## config.mk

```make
export PLATFORM = sky130hd
export DESIGN_NAME = psd_isqrt
export DESIGN_NICKNAME = d
export VERILOG_FILES = /design/src/sv/psd_isqrt.sv
export SDC_FILE = /design/constraint.sdc
export NUM_CORES = 2
export LEC_CHECK = 0
export ABC_AREA = 0
export BUFFER_PORTS_ARGS = -buffer_cell sky130_fd_sc_hd__buf_2
export CORE_UTILIZATION = 65
export CTS_CLUSTER_DIAMETER = 100
export DETAILED_ROUTE_END_ITERATION = 16
export PLACE_DENSITY = 0.9
export SLEW_MARGIN = 5
export SYNTH_ARGS = -nofsm -noshare
export SYNTH_HDL_FRONTEND = slang
export SYNTH_MEMORY_MAX_BITS = 65536
export SYNTH_SLANG_ARGS = --single-unit
```

## constraint.sdc

```tcl
create_clock -name clk -period 11.3 [get_ports clk]
set_clock_uncertainty 0.1 [all_clocks]
set_input_delay 3.39 -clock clk [delete_from_list [all_inputs] [get_ports clk]]
set_output_delay 3.39 -clock clk [all_outputs]
set_load 0.02 [all_outputs]
```

## src/sv/psd_isqrt.sv

```systemverilog
// Pipelined integer square root, one root bit per stage.
// A new value may enter every enabled cycle.
module psd_isqrt #(
  parameter int IN_W = 66
) (
  input  logic                    clk,
  input  logic                    ce,
  input  logic [IN_W-1:0]         value,
  output logic [(IN_W+1)/2-1:0]   root
);

  localparam int RT_W  = (IN_W + 1) / 2;
  localparam int EV_W  = 2 * RT_W;
  localparam int REM_W = RT_W + 2;

  logic [EV_W-1:0]  v_q   [RT_W];
  logic [REM_W-1:0] rem_q [RT_W];
  logic [RT_W-1:0]  rt_q  [RT_W];

  for (genvar k = 0; k < RT_W; k++) begin : g_step
    logic [EV_W-1:0]  v_in;
    logic [REM_W-1:0] rem_in;
    logic [RT_W-1:0]  rt_in;
    logic [REM_W-1:0] rem_sh;
    logic [REM_W-1:0] trial;

    if (k == 0) begin : g_first
      assign v_in   = EV_W'(value);
      assign rem_in = '0;
      assign rt_in  = '0;
    end else begin : g_next
      assign v_in   = v_q[k-1];
      assign rem_in = rem_q[k-1];
      assign rt_in  = rt_q[k-1];
    end

    // bring down two radicand bits, try root bit = 1
    assign rem_sh = {rem_in[REM_W-3:0], v_in[EV_W-1 -: 2]};
    assign trial  = {rt_in, 2'b01};

    always_ff @(posedge clk) begin
      if (ce) begin
        v_q[k] <= v_in << 2;
        if (rem_sh >= trial) begin
          rem_q[k] <= rem_sh - trial;
          rt_q[k]  <= {rt_in[RT_W-2:0], 1'b1};
        end else begin
          rem_q[k] <= rem_sh;
          rt_q[k]  <= {rt_in[RT_W-2:0], 1'b0};
        end
      end
    end
  end

  assign root = rt_q[RT_W-1];

endmodule

```

After elaboration in Yosys (flattened, before gate mapping)
Memories as Yosys holds them, arrays and structs flattened.
Index checks and enable logic that the tools add are counted.
- register bits: 0
- bits in writable memories: 4356
- input port bits: 68
- output and inout port bits: 33
- word-level logic and storage cells: 401
- memories kept: 3
- add/sub/neg operators: 33
- order comparisons: 33
- mux-type cells: 266
- bitwise gates (word level): 66
- memories (memory ; words ; width ; rd ports ; clocked after memory_dff ; wr ports ; RTL line ; text):
    v_q ; 33 ; 64 ; 32 ; 0 ; 33 ; 16 ; logic [EV_W-1:0] v_q [RT_W];
    rem_q ; 33 ; 35 ; 32 ; 0 ; 33 ; 17 ; logic [REM_W-1:0] rem_q [RT_W];
    rt_q ; 33 ; 33 ; 33 ; 0 ; 33 ; 18 ; logic [RT_W-1:0] rt_q [RT_W];
- operators by type and width (operator ; count):
    $mux 35 ; 33
    $ge 35x35->1 ; 32
    $sub 35x35->35 ; 32
    $mux 33 ; 33
    $mux 1 ; 200
    $or 1x1->1 ; 66
    $sub 2x1->3 const B ; 1
    $ge 2x1->1 const B ; 1

Depth between registers and ports, before layout
An unclocked memory read counts as a cell.
- depth in word-level cells: 6
- gate-level depth with buffers: 15
- mapped depth without buffers: 14

Worst setup path after synthesis
OpenSTA, ideal clock, no wires.
- path kind: input to register
- start: input port ce
- end: memory rem_q[25][0] (netlist bit) (enable)
- library setup time: 437 ps
- data arrival time: 5821 ps
- required time: 10763 ps
- setup slack: 4942 ps
- cell stages on the path: 4
- buffers on the path: 4
- cells stage by stage: clkbuf_1 -> clkbuf_1 -> clkbuf_1 -> clkbuf_1
- RTL lines (element ; RTL line ; text):
    from (decl) ; 7 ; input logic ce,
    to (decl) ; 17 ;

==> results.cfg <==
[setup_path]
end_kind = flop
path_max_fanout = 37
start_kind = primary input
cp_data_required_time_ps = 11840
path_class = primary input to flop
cpPeakStageDelay_ps = 820
path_cells = buf_12 > inv_2 > buf_4 > nor4_1 > nor4b_1 > o2111a_1 > or3_1 > nor4_1 > xor2_1
crit_top_cell = nor4_1
cp.arrival_ps = 7240
cp_slowest_cell = nor4b_1

[clock_tree]
cts_buffers = 282
htreeDepth = 5
cts_tree = built
clk_pin_slew_ps = 60
clkSinkCount = 2624
ctsResizeCount = 0
cts_root_buffer = clkbuf_16
hold_buffers = 0
clk_path_buf_depth = 4
clkLatencyLatePin_ps = 930
cts_setup_buffers = 0

[synthesis]
yosys.area.top_type_share_pct = 64.7
syn_nets = 10100
synth_edf_count = 2623
synth-seq-cells = 2624
syn-cell-area_um2 = 122000
ys_warn_count = 0
ys.flop_type = edfxtp_1
synth_cell_types = 92
synth_area_leaders = edfxtp_1 65%, ha_1 6.1%, xor2_1 3.1%
syn-instance-count = 9436
syn_avg_cell_area_um2 = 12.9
async_flop_share_pct = 0
yosys.area.top_type = edfxtp_1
ys_seq_area_share_pct = 64.7

[timing]
finalSetupTns_ps = 0
setup_viol = 0
finalHoldViolCount = 0
slew_headroom_pct = 18.3
tightest_slew_ps = 1210
slew_violations = 0
fin_crit_sh_pct = 59.3
fin_hold_ws_ps = 297
period_needed_ps = 6700
rsz0062_at_grt = false
clock.fmax_mhz = 149

[final_layout]
finalNonFillerCells = 12300
layout_common_cells = 2623 x edfxtp_1, 763 x inv_1, 672 x nand2_1, 596 x ha_1, 573 x a21oi_1
finalNetCount = 10300
stdcell_area_um2 = 134000
drive_above_1_share_pct = 7.22
fillCellCount = 11900
synthToLayoutAreaGrowth_pct = 9.91
final_common_cell = edfxtp_1

[placed_design]
place_area_um2 = 125000
hpwl_um = 174000
gp_congestion = 0.943
port_buffers = 100
placed_cells_incl_taps = 11900

[min_path]
hp-class = flop to flop

[detailed_routing]
drcViolationCount = 0
firstDrtPassIters = 8
ant_nets = 0
vias_per_cell = 6.07
wl_per_cell_um = 20.2
wirelength_um = 249000
vias = 75000
drtIter0Drc = 6884

[floorplanning]
core_region_area_um2 = 186000
io_pins = 101
initial_core_util_pct = 65.5
rows = 158
fp.dieH_um = 435
die-area_um2 = 189000
die_w_um = 435

[global_routing]
first_global_vias = 73600
grt_pass1_wl_um = 394000
grt_max_degree = 219
grt_util_all_layers_pct = 26.1
gr-total-overflow = 0
antenna_found_initial = 3

[pwr]
p_per_area_nw_per_um2 = 206
max-vdd-ir-drop_mv = 0.217
leakage_nw = 51.4
power_w = 0.0276

[run_status]
status = complete, no violations

[run]
maxCapViolations = 0
[kinds of logic (layout without fill, tap and decap cells)]
| kind of cell | Yosys count | after routing | synth area share [%] |
|---|---|---|---|
| AO/OA/AOI/OAI | 1912 | 1912 | 9.63 |
| XOR/XNOR | 832 | 832 | 5.98 |
| adder cells (fa/ha/maj) | 596 | 596 | 6.12 |
| buffers and inverters | 975 | 1399 | 3.02 |
| flip-flops | 2624 | 2624 | 64.7 |
| multiplexers | 85 | 85 | 0.775 |
| other | 0 | 3 | 0 |
| AND/OR/NAND/NOR | 2412 | 2412 | 9.76 |
[final cells by class]
| class | instances | area (µm²) | share of cell area [%] |
|---|---|---|---|
| antenna | 3 | 7.51 | 0.00561 |
| clock buffer | 337 | 7360 | 5.50 |
| clock inverter | 140 | 1320 | 0.988 |
| inverter | 768 | 2890 | 2.16 |
| multi-input combinational | 5837 | 39400 | 29.4 |
| sequential | 2624 | 78800 | 58.9 |
| tap | 2480 | 3100 | 2.32 |
| timing repair buffer | 154 | 971 | 0.726 |
[synthesized netlist by cell type (59+ instances only)]
cell	n
nand4_1	95
o21a_1	88
or3_1	108
ha_1	596
xnor2_1	407
edfxtp_1	2623
o21ai_0	570
o21bai_1	59
nor2_1	533
nand2_1	672
mux2_2	74
clkbuf_1	182
nor3_1	236
a21oi_1	574
nor4_1	118
nand2b_1	130
or4_1	60
xor2_1	425
and3_1	60
a21o_1	245
nand3_1	150
nor2b_1	83
inv_1	764
[report_power, final]
part / total [W] / switching (W) / internal (W)
Sequential: 0.0132 / 0.000834 / 0.0123
Clock: 0.00879 / 0.00361 / 0.00517
Combinational: 0.00567 / 0.00333 / 0.00234
[stage by stage]
stage / utilization, % / worst slack, ps
after floorplan: - / 4940
after global placement: 67.3 / 3840
after detailed placement: 67.3 / 3630
after CTS: 72.0 / 4610
after global routing: 72.0 / 4360
final: 72.0 / 4600
[final timing paths]
path | cells past startpoint | endpoint | slack [ps] | start
worst max-delay path | 9 | rem_q[12][32]$_DFFE_PP_ | 4600 | ce
worst max register to register | 11 | rem_q[28][7]$_DFFE_PP_ | 6310 | rem_q[27][1]$_DFFE_PP_
worst min register to register | 0 | v_q[0][1138]$_DFFE_PP_ | 300 | v_q[0][1072]$_DFFE_PP_
worst min-delay path | 0 | v_q[0][1138]$_DFFE_PP_ | 300 | v_q[0][1072]$_DFFE_PP_
[state kept, by name, summed over array words and instances, names as in the netlist]
| signal | flops |
|---|---|
| rem_q | 1007 |
| v_q | 1056 |
| rt_q | 561 |
[critical path, delay by kind of cell]
| family | cells | cell delay (ps) |
|---|---|---|
| AO/OA/AOI/OAI | 1 | 800 |
| XOR/XNOR | 1 | 160 |
| buffers and inverters | 3 | 1060 |
| AND/OR/NAND/NOR | 4 | 1680 |
[metal layers]
metal | GRT usage, % | wire [µm] | vias to the layer above
li1 | - | - | 35200
met1 | 33.5 | 100000 | 36300
met2 | 45.2 | 125000 | 2718
met3 | 3.69 | 14300 | 695
met4 | 9.79 | 9370 | 0
met5 | 0 | 0 | -
Note: power is estimated with default switching activity, not from simulation.
